==> src/sv/lin_exp_log_ramp_generator_defines.svh <==
// ----------------------------------------------------------------------------
// Ramp generator assertion macros
// Shared concurrent assertion forms for the ramp generator. Each expects the
// signals clk and rst in the scope where it is used.
// ----------------------------------------------------------------------------
`ifndef LIN_EXP_LOG_RAMP_GENERATOR_DEFINES_SVH
`define LIN_EXP_LOG_RAMP_GENERATOR_DEFINES_SVH

// The consequent holds in the same cycle as the antecedent.
`define LELRG_ASSERT_NOW(lbl, ante, cons, msg) \
  lbl: assert property (@(posedge clk) disable iff (rst) (ante) |-> (cons)) \
    else $error(msg);

// The consequent holds in the cycle after the antecedent.
`define LELRG_ASSERT_NEXT(lbl, ante, cons, msg) \
  lbl: assert property (@(posedge clk) disable iff (rst) (ante) |=> (cons)) \
    else $error(msg);

`endif

==> src/sv/lelrg_pkg.sv <==
// ----------------------------------------------------------------------------
// Ramp generator package
// Sequencer states, register indexes, curve codes and fixed constants.
// ----------------------------------------------------------------------------
package lelrg_pkg;

  localparam int CFG_INDEX_W = 2;
  localparam int CFG_DATA_W  = 2;

  localparam logic [CFG_INDEX_W-1:0] CFG_CURVE_MODE   = 2'd0;
  localparam logic [CFG_INDEX_W-1:0] CFG_INIT_DIR     = 2'd1;
  localparam logic [CFG_INDEX_W-1:0] CFG_SCALE_ENABLE = 2'd2;

  localparam logic [1:0] CURVE_LINEAR = 2'd0;
  localparam logic [1:0] CURVE_EXP    = 2'd1;
  localparam logic [1:0] CURVE_LOG    = 2'd2;

  // log10(2)/2 as an unsigned Q0.32 value.
  localparam logic [31:0] LOG10_2_HALF_Q32 = 32'd646456993;

  // Binary point of the normalized mantissa used by the log2 squaring loop.
  localparam int MANT_POINT = 30;

  typedef enum logic [3:0] {
    S_IDLE,
    S_SETUP,
    S_PREP,
    S_DIV,
    S_SHAPE,
    S_NORM,
    S_LOG_SQ,
    S_LOG_MAG,
    S_LOG_RES,
    S_SCALE,
    S_OUT
  } state_t;

endpackage

==> src/sv/lin_exp_log_ramp_generator.sv <==
// ----------------------------------------------------------------------------
// Linear / exponential / logarithmic ramp generator
// Each input beat on s_axis is one evaluation: tdata carries now_tick,
// duration_ticks, scale_low and scale_high. When the previous segment has
// ended, a new one starts at now_tick and lasts duration_ticks. The result
// beat on m_axis carries the shaped, range-mapped level in tdata and marks
// the beat that ended a segment with tlast.
// An evaluation runs FRAC_BITS division steps and FRAC_BITS mantissa
// squarings one per cycle through a single divider step and a single
// registered multiplier. Linear curves skip the squaring loop, and an
// evaluation that ends its segment skips the division steps.
// s_axis_tready is high only while the sequencer is idle, so the next beat
// is accepted at the earliest in the cycle in which the result appears.
// The result sits in an output register; a stalled receiver holds it
// there while the next beat is accepted and computed. The sequencer waits
// only if a second result is ready before the first was taken.
// Configuration writes on the cfg channel are always accepted. Reset clears
// the sequencer state, the configuration and segment registers and the
// output valid flag, and arms the first segment.
// ----------------------------------------------------------------------------
module lin_exp_log_ramp_generator import lelrg_pkg::*; #(
  parameter int TIME_WIDTH = 32,
  parameter int FRAC_BITS  = 16
) (
  input  logic                   clk,
  input  logic                   rst,
  input  logic                   cfg_valid,
  output logic                   cfg_ready,
  input  logic [CFG_INDEX_W-1:0] cfg_index,
  input  logic [CFG_DATA_W-1:0]  cfg_data,
  input  logic                   s_axis_tvalid,
  output logic                   s_axis_tready,
  // now_tick [31:0], duration_ticks [63:32], scale_low [95:64],
  // scale_high [127:96]
  input  logic [127:0]           s_axis_tdata,
  output logic                   m_axis_tvalid,
  input  logic                   m_axis_tready,
  // level [31:0]
  output logic [31:0]            m_axis_tdata,
  output logic                   m_axis_tlast
);

`include "lin_exp_log_ramp_generator_defines.svh"

  localparam int CW    = FRAC_BITS + 1;
  localparam int EW    = $clog2(FRAC_BITS + 1);
  localparam int CNT_W = $clog2(FRAC_BITS + 1);
  localparam logic [CW-1:0] ONE = {1'b1, {FRAC_BITS{1'b0}}};
  localparam logic [CNT_W-1:0] LAST_STEP = CNT_W'(FRAC_BITS - 1);

  state_t state, state_next;

  logic [1:0] curve_mode;
  logic       initial_direction;
  logic       scale_enable;

  logic                  ramp_direction;
  logic                  first_segment;
  logic                  seg_finished;
  logic [TIME_WIDTH-1:0] seg_start;
  logic [TIME_WIDTH-1:0] seg_length;

  logic [TIME_WIDTH-1:0] now_r;
  logic [TIME_WIDTH-1:0] dur_r;
  logic signed [31:0]    lo_in;
  logic signed [31:0]    hi_in;
  logic signed [31:0]    lo_r;
  logic [31:0]           diff;

  logic [TIME_WIDTH-1:0] rem;
  logic [CW-1:0]         p;
  logic [CW-1:0]         x_r;
  logic [CW-1:0]         c;
  logic [EW-1:0]         e_r;
  logic [FRAC_BITS-1:0]  frac;
  logic [CNT_W-1:0]      cnt;
  logic                  done_r;

  logic                  out_valid;
  logic [31:0]           out_level;
  logic                  out_last;

  logic [TIME_WIDTH-1:0] elapsed;
  logic [TIME_WIDTH:0]   rem_two;
  logic                  div_ge;
  logic [CW-1:0]         p_dir;
  logic [CW-1:0]         x_exp;
  logic [EW-1:0]         e_find;
  logic [31:0]           m_init;
  logic [31:0]           sq_t;
  logic                  sq_bit;
  logic [31:0]           sq_src;
  logic [FRAC_BITS-1:0]  frac_full;
  logic [31:0]           mag;
  logic [31:0]           c_raw;
  logic [63:0]           c_wide;
  logic [31:0]           level_calc;
  logic                  out_free;

  logic        mul_en;
  logic [31:0] mul_a;
  logic [31:0] mul_b;
  logic [63:0] prod;

  lelrg_mul u_mul (
    .clk  (clk),
    .en   (mul_en),
    .a    (mul_a),
    .b    (mul_b),
    .prod (prod)
  );

  assign cfg_ready     = 1'b1;
  assign s_axis_tready = (state == S_IDLE);
  assign m_axis_tvalid = out_valid;
  assign m_axis_tdata  = out_level;
  assign m_axis_tlast  = out_last;

  assign lo_in    = s_axis_tdata[95:64];
  assign hi_in    = s_axis_tdata[127:96];
  assign out_free = !out_valid || m_axis_tready;

  assign elapsed = now_r - seg_start;
  assign rem_two = {rem, 1'b0};
  assign div_ge  = rem_two >= {1'b0, seg_length};
  assign p_dir   = ramp_direction ? (ONE - p) : p;
  assign x_exp   = ONE - p_dir;

  always_comb begin
    e_find = '0;
    for (int i = 0; i <= FRAC_BITS; i++) begin
      if (x_r[i]) begin
        e_find = EW'(i);
      end
    end
  end

  assign m_init    = 32'(x_r) << (MANT_POINT - int'(e_r));
  assign sq_t      = prod[61:30];
  assign sq_bit    = sq_t[31];
  assign sq_src    = sq_bit ? {1'b0, sq_t[31:1]} : sq_t;
  assign frac_full = {frac[FRAC_BITS-2:0], sq_bit};
  assign mag       = ((32'(FRAC_BITS) - 32'(e_r)) << FRAC_BITS) - 32'(frac_full);
  assign c_raw     = prod[63:32];
  assign c_wide    = 64'(c);

  always_comb begin
    if (scale_enable) begin
      level_calc = 32'(prod >> FRAC_BITS) + lo_r;
    end else begin
      level_calc = 32'((c_wide << 16) >> FRAC_BITS);
    end
  end

  always_comb begin
    mul_en = 1'b0;
    mul_a  = '0;
    mul_b  = '0;
    case (state)
      S_LOG_SQ: begin
        mul_en = 1'b1;
        mul_a  = (cnt == '0) ? m_init : sq_src;
        mul_b  = (cnt == '0) ? m_init : sq_src;
      end
      S_LOG_MAG: begin
        mul_en = 1'b1;
        mul_a  = mag;
        mul_b  = LOG10_2_HALF_Q32;
      end
      S_SCALE: begin
        mul_en = 1'b1;
        mul_a  = 32'(c);
        mul_b  = diff;
      end
      default: begin
        mul_en = 1'b0;
      end
    endcase
  end

  always_ff @(posedge clk) begin
    if (rst) begin
      state <= S_IDLE;
    end else begin
      state <= state_next;
    end
  end

  always_comb begin
    state_next = state;
    case (state)
      S_IDLE: begin
        if (s_axis_tvalid) begin
          state_next = S_SETUP;
        end
      end
      S_SETUP: state_next = S_PREP;
      S_PREP: begin
        state_next = (elapsed >= seg_length) ? S_SHAPE : S_DIV;
      end
      S_DIV: begin
        if (cnt == LAST_STEP) begin
          state_next = S_SHAPE;
        end
      end
      S_SHAPE: begin
        if (curve_mode == CURVE_EXP) begin
          state_next = (x_exp == '0) ? S_SCALE : S_NORM;
        end else if (curve_mode == CURVE_LOG) begin
          state_next = (p_dir == '0) ? S_SCALE : S_NORM;
        end else begin
          state_next = S_SCALE;
        end
      end
      S_NORM: state_next = S_LOG_SQ;
      S_LOG_SQ: begin
        if (cnt == LAST_STEP) begin
          state_next = S_LOG_MAG;
        end
      end
      S_LOG_MAG: state_next = S_LOG_RES;
      S_LOG_RES: state_next = S_SCALE;
      S_SCALE:   state_next = S_OUT;
      S_OUT: begin
        if (out_free) begin
          state_next = S_IDLE;
        end
      end
      default: state_next = S_IDLE;
    endcase
  end

  always_ff @(posedge clk) begin
    if (rst) begin
      curve_mode        <= CURVE_LINEAR;
      initial_direction <= 1'b0;
      scale_enable      <= 1'b0;
    end else if (cfg_valid && cfg_ready) begin
      case (cfg_index)
        CFG_CURVE_MODE:   curve_mode <= cfg_data[1:0];
        CFG_INIT_DIR:     initial_direction <= cfg_data[0];
        CFG_SCALE_ENABLE: scale_enable <= cfg_data[0];
        default: begin
        end
      endcase
    end
  end

  always_ff @(posedge clk) begin
    if (rst) begin
      ramp_direction <= 1'b0;
      first_segment  <= 1'b1;
      seg_finished   <= 1'b1;
      seg_start      <= '0;
      seg_length     <= '0;
    end else begin
      if (state == S_SETUP && seg_finished) begin
        seg_start    <= now_r;
        seg_length   <= dur_r;
        seg_finished <= 1'b0;
        if (first_segment) begin
          ramp_direction <= initial_direction;
          first_segment  <= 1'b0;
        end
      end
      if (state == S_OUT && out_free && done_r) begin
        ramp_direction <= !ramp_direction;
        seg_finished   <= 1'b1;
      end
    end
  end

  always_ff @(posedge clk) begin
    if (rst) begin
      out_valid <= 1'b0;
    end else if (state == S_OUT && out_free) begin
      out_valid <= 1'b1;
    end else if (m_axis_tready) begin
      out_valid <= 1'b0;
    end
  end

  always_ff @(posedge clk) begin
    if (state == S_OUT && out_free) begin
      out_level <= level_calc;
      out_last  <= done_r;
    end
  end

  always_ff @(posedge clk) begin
    case (state)
      S_IDLE: begin
        if (s_axis_tvalid) begin
          now_r <= TIME_WIDTH'(s_axis_tdata[31:0]);
          dur_r <= TIME_WIDTH'(s_axis_tdata[63:32]);
          if (hi_in < lo_in) begin
            lo_r <= hi_in;
            diff <= 32'(33'(lo_in) - 33'(hi_in));
          end else begin
            lo_r <= lo_in;
            diff <= 32'(33'(hi_in) - 33'(lo_in));
          end
        end
      end
      S_PREP: begin
        rem    <= elapsed;
        cnt    <= '0;
        done_r <= (elapsed >= seg_length);
        p      <= (elapsed >= seg_length) ? ONE : '0;
      end
      S_DIV: begin
        cnt <= cnt + 1'b1;
        p   <= {p[CW-2:0], div_ge};
        if (div_ge) begin
          rem <= TIME_WIDTH'(rem_two - {1'b0, seg_length});
        end else begin
          rem <= rem_two[TIME_WIDTH-1:0];
        end
      end
      S_SHAPE: begin
        if (curve_mode == CURVE_EXP) begin
          x_r <= x_exp;
          c   <= ONE;
        end else if (curve_mode == CURVE_LOG) begin
          x_r <= p_dir;
          c   <= '0;
        end else begin
          c <= p_dir;
        end
      end
      S_NORM: begin
        e_r <= e_find;
        cnt <= '0;
      end
      S_LOG_SQ: begin
        if (cnt != '0) begin
          frac <= {frac[FRAC_BITS-2:0], sq_bit};
        end
        cnt <= cnt + 1'b1;
      end
      S_LOG_RES: begin
        if (curve_mode == CURVE_EXP) begin
          c <= (c_raw > 32'(ONE)) ? ONE : CW'(c_raw);
        end else begin
          c <= (c_raw >= 32'(ONE)) ? '0 : CW'(32'(ONE) - c_raw);
        end
      end
      default: begin
      end
    endcase
  end

  `LELRG_ASSERT_NEXT(a_busy_after_accept, s_axis_tvalid && s_axis_tready, !s_axis_tready, "input accepted while an evaluation was running")
  `LELRG_ASSERT_NOW(a_shape_in_range, state == S_SCALE, c <= ONE, "shaped value above one")
  `LELRG_ASSERT_NOW(a_square_normalized, state == S_LOG_SQ && cnt != '0, sq_t >= 32'h4000_0000, "mantissa square lost normalization")
  `LELRG_ASSERT_NEXT(a_segment_rearm, state == S_OUT && out_free && done_r, seg_finished, "segment end did not arm a new segment")

endmodule

==> src/sv/lelrg_mul.sv <==
// ----------------------------------------------------------------------------
// Ramp generator shared multiplier
// Unsigned 32 by 32 multiplier with a registered 64-bit product, reused for
// mantissa squaring, log scaling and the final range mapping.
// ----------------------------------------------------------------------------
module lelrg_mul import lelrg_pkg::*; (
  input  logic        clk,
  input  logic        en,
  input  logic [31:0] a,
  input  logic [31:0] b,
  output logic [63:0] prod
);

  always_ff @(posedge clk) begin
    if (en) begin
      prod <= 64'(a) * 64'(b);
    end
  end

endmodule

==> config.mk <==
export PLATFORM = sky130hd
export DESIGN_NAME = lin_exp_log_ramp_generator
export DESIGN_NICKNAME = d
export VERILOG_FILES = /design/src/sv/lelrg_pkg.sv /design/src/sv/lin_exp_log_ramp_generator.sv /design/src/sv/lelrg_mul.sv
export VERILOG_INCLUDE_DIRS = /design/src /design/src/sv
export SDC_FILE = /design/constraint.sdc
export NUM_CORES = 2
export LEC_CHECK = 0
export BUFFER_PORTS_ARGS = -buffer_cell sky130_fd_sc_hd__buf_4
export CORE_ASPECT_RATIO = 0.7
export CORE_MARGIN = 1
export CORE_UTILIZATION = 43
export CTS_CLUSTER_SIZE = 14
export DETAILED_ROUTE_END_ITERATION = 12
export PLACE_DENSITY_LB_ADDON = 0.15
export SLEW_MARGIN = 20
export SYNTH_ARGS = -nofsm -noshare
export SYNTH_HDL_FRONTEND = slang
export SYNTH_SLANG_ARGS = --single-unit
==> constraint.sdc <==
create_clock -name clk -period 10.6 [get_ports clk]
set_input_delay 2.12 -clock clk [delete_from_list [all_inputs] [get_ports clk]]
set_output_delay 2.12 -clock clk [all_outputs]
set_load 0.1 [all_outputs]
* Word-level counts from Yosys, hierarchy flattened
Cells that the tools add are included.
Cells by class: add/sub/neg operators 12, multipliers 1, magnitude comparators 5, equal/unequal tests 19, shift operators 1, muxes and demuxes 52, reduce and logical (&&, ||, !) cells 31
Operator list (number):
- case mux 32 bit (3 select lines) | 2
- 2-to-1 mux 17 bit | 10
- 2-to-1 mux 32 bit | 4
- subtractor 32 bit | 4
- case mux 17 bit (2 select lines) | 2
- multiplier 32 x 32 -> 64 bit | 1
- case mux 32 bit (2 select lines) | 1
- subtractor 17 bit, first input constant | 3
- 2-to-1 mux 5 bit | 9
- case mux 4 bit (11 select lines) | 1
- zero test 17 bit | 2
- >= comparator 33 x 32 -> 1 bit | 1
- adder 32 bit | 1
- >= comparator 32 x 17 -> 1 bit, second input constant | 1
- >= comparator 32 bit | 1
- > comparator 32 x 17 -> 1 bit, second input constant | 1
- < comparator 32 bit | 1
- 2-to-1 mux 4 bit | 8
- << shifter 17 x 32 -> 32 bit | 1
- 2-to-1 mux 31 bit | 1
- subtractor 22 x 17 -> 23 bit | 1
- equality test 4 x 3 -> 1 bit, second input constant | 4
- AND reduction 2 bit | 7
- nonzero test 2 bit | 7
- other kinds (23) | 47
Word-level totals: bits in registers 410, input port bits 137, output and inout bits 36, logic and storage cells 147

* Depth between registers and ports, before layout
depth after elaboration 15, mapped depth 46

* Modules after synthesis
From an unflattened synthesis, not the netlist that was laid out.
Second synthesis, totals: cells, all modules 6698, area, all modules 61335.1 um^2
Modules (own cells, without submodules):
- lelrg_mul | instances 1, cells each 3834, area each 35620.4 um^2, sequential area each 1921.8 um^2
- lin_exp_log_ramp_generator | instances 1, cells each 2864, area each 25714.7 um^2, sequential area each 9629.2 um^2

* Least setup slack after synthesis
OpenSTA, ideal clock, no wires.
path type register to register, start point register u_mul.prod[61], end point register u_mul.prod[59] (data pin), setup time 265 ps, arrival time 10266 ps, data required time 10335 ps, slack 69 ps, cell stages (with the launch flop) 41, buffers on the path 5, period minus slack after synthesis 10531 ps, cell sequence edfxtp_1 clkbuf_1 clkbuf_1 clkbuf_1 inv_1 ha_1 nand2_1 or2_2 clkbuf_1 nor4b_1 and2_1 nor3_1 o21ai_0 nand2_1 nand2_1 inv_2 nor2_1 clkbuf_1 [5 not listed] fa_1 inv_1 fa_1 fa_1 fa_1 fa_1 ha_1 and3_1 a221o_1 a221oi_1 nand3_1 nor3_1 o21ai_1 a31oi_1 o21ai_0 a21oi_1 o21ai_0 xor2_1
On the way: word-level cells in the longest chain between the ends 4, elaborated cells between the ends (all ways) 6
Ends and longest elaborated chain:
- start: declaration | RTL line lelrg_mul.sv:11 | output logic [63:0] prod
- start signal: assignment | RTL line lelrg_mul.sv:16 | prod <= 64'(a) * 64'(b);
- parallel branches: the longest is 3 deep, another holds subtractor 22 x 17 -> 23 bit
- multiplier 32 x 32 -> 64 bit * | RTL line lelrg_mul.sv:16
Every way passes the cells marked *. A chain may end at the register's enable or synchronous reset.

* Worst setup path in the final report
start point register e_r[0], end point register u_mul.prod[57] (data pin)
On the way: word-level cells in the longest chain between the ends 5, elaborated cells between the ends (all ways) 8
Ends and longest elaborated chain:
- start: declaration | RTL line lin_exp_log_ramp_generator.sv:74 | logic [EW-1:0] e_r;
- start signal: assignment | RTL line lin_exp_log_ramp_generator.sv:332 | e_r <= e_find;
- parallel branches: the longest is 4 deep, another holds subtractor 22 x 17 -> 23 bit
- multiplier 32 x 32 -> 64 bit * | RTL line lelrg_mul.sv:16
Marks and branches as above.

==> reports/qor.txt <==
Hold Path Class: reg -> reg
Tmin final: 10,350 ps
Layout Nets: 8,403
Synth-to-layout area growth: 14.1%
Hold_buf cts: 0
Longest Clk Path Bufs: 3
Worst Skew: 45.7 ps
Antenna violations before repair: 6
GRT Resource Usage Total: 32.0%
Setup crit end kind: flip-flop
Critical Path Source Type: flip-flop
Number of DRC markers in iteration 0: 5,612
Clock power share: 18.2%
Yosys warnings: 0
Critical Path AT: 10,680 ps
Top cells by area, synth: fa_1 (31%), edfxtp_1 (16%), ha_1 (9.9%), inv_1 (7.4%), nand2_1 (5.4%)
Worst path required time: 10,920 ps
Worst slew pin tran: 1030 ps
Post-synth ARST share: 0%
Total grt overflow: 0
Sw Ratio: 44.2%
DR pass1 iterations: 6
CP max stage cell: fa_2
Avg Synthesized Cell Area: 8.91 sq um
Via/cell ratio: 5.61
CTS tree: yes
Die height: 311 microns
Die Wd: 443 microns
IO buf count: 171
RSZ-0062 raised after global routing: true
Synthesized instance count: 6,562
H-tree lvl count: 2
Detailed-route wire length: 220,000 microns
Vias in the first global route: 47,500
Core Area: 134,000 sq um
Setup ws final: 247 ps
Layout filler cell count: 12,800
Peak Freq: 0.0966 GHz
Max Cap Violations: 0
Register Area: 11,100 sq um
Top cell type's share of synthesized area: 30.8%
Top FF cell, synth: edfxtp_1
DRC viols: 0
Cell variety after synth: 90
CP max FO: 10
Clock latency on the worst-skew pair: 590 ps
Top Family by Delay on Critical Path: adder cells
Slew HR: 30.8%
CTS root buffer: clkbuf_16
Post-route ant nets: 0
Cell taking the most area after synthesis: fa_1
Multi-input logic area: 42,600 sq um
Combinational power share: 50.3%
Row count: 112
Drt wl/cell: 25.3 microns
Fin. max-slew vios: 0
Starting Density: 43.6%
Crit path buffers/inverters: 9
Period utilization: 97.7%
CP peak stage delay: 610 ps
EDFF count, synth: 318
Pleak: 31.1 nW
Yosys reg bits: 394
First-pass GRT wire length: 324,000 microns
Crit Path Category: reg -> reg
Setup WS pre-CTS: -163 ps
Peak supply drop: 0.163 mV
Run status: finished, final reports clean
Cts bufs inserted: 39
Post-DP HPWL: 184,000 microns
Setup_tns: 0 ps
Setup-failing EPs final: 0
Sequential area share after synthesis: 18.9%
RD Place Congestion: 1.02
Die footprint: 137,000 sq um
Ports: 173
PwrDens: 117 nW/um^2
Final hold vios: 0
Num Clock Sinks: 394
Sequential Power Share: 31.5%
CTS clock-pin slew for the worst setup and hold paths: 70 ps
Pint: 4.36 mW
Synth Cell Area: 58,500 sq um
Routed vias: 48,800
Most used cell along the critical path: fa_1
Largest net degree at the start of global routing: 77
Switching pwr: 3.46 mW
Ratio of cells with drive above 1 in the final layout: 12.2%
-- Yosys cell counts (all sizes together) (29+ instances only) --
library cell	instances
a211oi	33
a21oi	319
or3	29
mux2i	78
ha	462
o21bai	29
and2	43
o21ai	238
nand3	49
edfxtp	318
inv	1155
a21o	163
dfxtp	76
nor2	718
o22ai	36
clkbuf	270
fa	900
a31oi	30
nor2b	38
nand4	46
xnor2	127
nor3	70
xor2	95
nand2	844
nand2b	41
-- worst paths after layout --
kind	cells past startpoint	slack, ps	to	start
min reg2reg	2	450	seg_start[16]	seg_start[16]
max	41	250	u_mul.prod[57]	e_r[0]
max reg2reg	41	250	u_mul.prod[57]	e_r[0]
min	2	450	seg_start[16]	seg_start[16]
-- flip-flops by register name (all words and copies together), names as in the netlist, 2 cells and up --
register	count
e_r	5
seg_start	32
diff	32
frac	15
curve_mode	2
c	17
now_r	32
x_r	17
u_mul.prod	48
seg_length	32
cnt	5
rem	32
m_axis_tdata	32
p	17
lo_r	32
state	4
dur_r	32
-- final cells by class --
type / instances / area share [%]
multi-input combinational: 4725 / 63.9
sequential: 394 / 16.6
timing repair buffer: 587 / 7.89
inverter: 1157 / 6.51
tap: 1767 / 3.31
clock buffer: 52 / 1.63
clock inverter: 18 / 0.201
antenna: 3 / 0.0112
-- worst register-to-register path: cells and delay by family (launching register included) --
kind / cells / cell delay, ps
AOI/OAI and AO/OA: 13 / 2660
adders and majority gates: 10 / 4570
buffers and inverters: 9 / 1250
DFF: 1 / 450
and+or+nand+nor: 9 / 1160
-- metrics by stage --
| step | hold slack, ps | instances | utilization [%] | total power, mW | instance area, sq um |
|---|---|---|---|---|---|
| 6_report | 454 | 8703 | 49.8 | 7.82 | 66700 |
| 5_1_grt | 470 | 8700 | 49.8 | 8.26 | 66700 |
| 4_1_cts | 456 | 8694 | 49.4 | 7.72 | 66200 |
| 3_5_place_dp | 447 | 8624 | 48.5 | 6.28 | 65000 |
| 3_3_place_gp | 442 | 8624 | 48.5 | 6.22 | 65000 |
| 2_1_floorplan | 424 | 6570 | - | 4.92 | 58500 |
-- placed cells by master, fill, tap and decap left out, types with 16 or more instances in the layout --
| master | instances |
|---|---|
| nand3_1 | 48 |
| fa_1 | 888 |
| inv_1 | 1150 |
| or2_2 | 17 |
| a21oi_2 | 18 |
| o21ai_0 | 214 |
| nand4_1 | 46 |
| a31oi_1 | 30 |
| o22ai_1 | 25 |
| buf_12 | 65 |
| nor2_1 | 711 |
| nor2b_1 | 35 |
| edfxtp_1 | 318 |
| mux2_2 | 23 |
| o21a_1 | 19 |
| and2_1 | 38 |
| buf_4 | 510 |
| a211oi_1 | 24 |
| or3_1 | 25 |
| a21o_1 | 161 |
| a221o_1 | 16 |
| o21bai_1 | 28 |
| dfxtp_1 | 76 |
| xor2_1 | 94 |
| o31ai_1 | 17 |
| xnor2_1 | 126 |
| nand2b_1 | 40 |
| ha_1 | 458 |
| o211ai_1 | 20 |
| a21oi_1 | 299 |
| nor3_1 | 64 |
| clkbuf_16 | 40 |
| nand2_1 | 840 |
| mux2i_1 | 74 |
| and3_1 | 21 |
-- timing repair --
item,4_1_cts,5_1_grt
endpoints found under the hold margin,0,0
endpoints found under the setup margin,11,24
resized for setup,7,115
pin swaps,0,22
buffers inserted,0,5
-- routing by layer --
metal / routed length [microns] / track usage (%) / share of wire (%)
met5: 53 / 0 / 0.024
met4: 3810 / 4.85 / 1.7
met3: 29600 / 10.9 / 13
met2: 82700 / 41.4 / 38
met1: 104000 / 51.1 / 47
-- logic make-up (layout without fill, tap and decap cells) --
| group | count (synthesis) | count (layout) | synth area share, % |
|---|---|---|---|
| compound gates | 1049 | 1049 | 11.3 |
| xor+xnor | 222 | 222 | 3.34 |
| fa+ha+maj | 1362 | 1362 | 40.7 |
| buf+inv | 1451 | 1814 | 9.37 |
| flops | 394 | 394 | 18.9 |
| mux | 102 | 102 | 1.82 |
| other cells | 2 | 13 | 0.0128 |
| simple gates | 1980 | 1980 | 14.5 |
-- power by group through the flow --
| stage | clock, mW | combinational [mW] | sequential, mW |
|---|---|---|---|
| floorplan | 0 | 2.58 | 2.34 |
| global placement | 0 | 3.74 | 2.48 |
| detailed placement | 0 | 3.80 | 2.48 |
| CTS | 1.45 | 3.82 | 2.45 |
| global route | 1.50 | 4.27 | 2.49 |
| finish | 1.43 | 3.93 | 2.46 |
(Power assumes the default switching activity.)
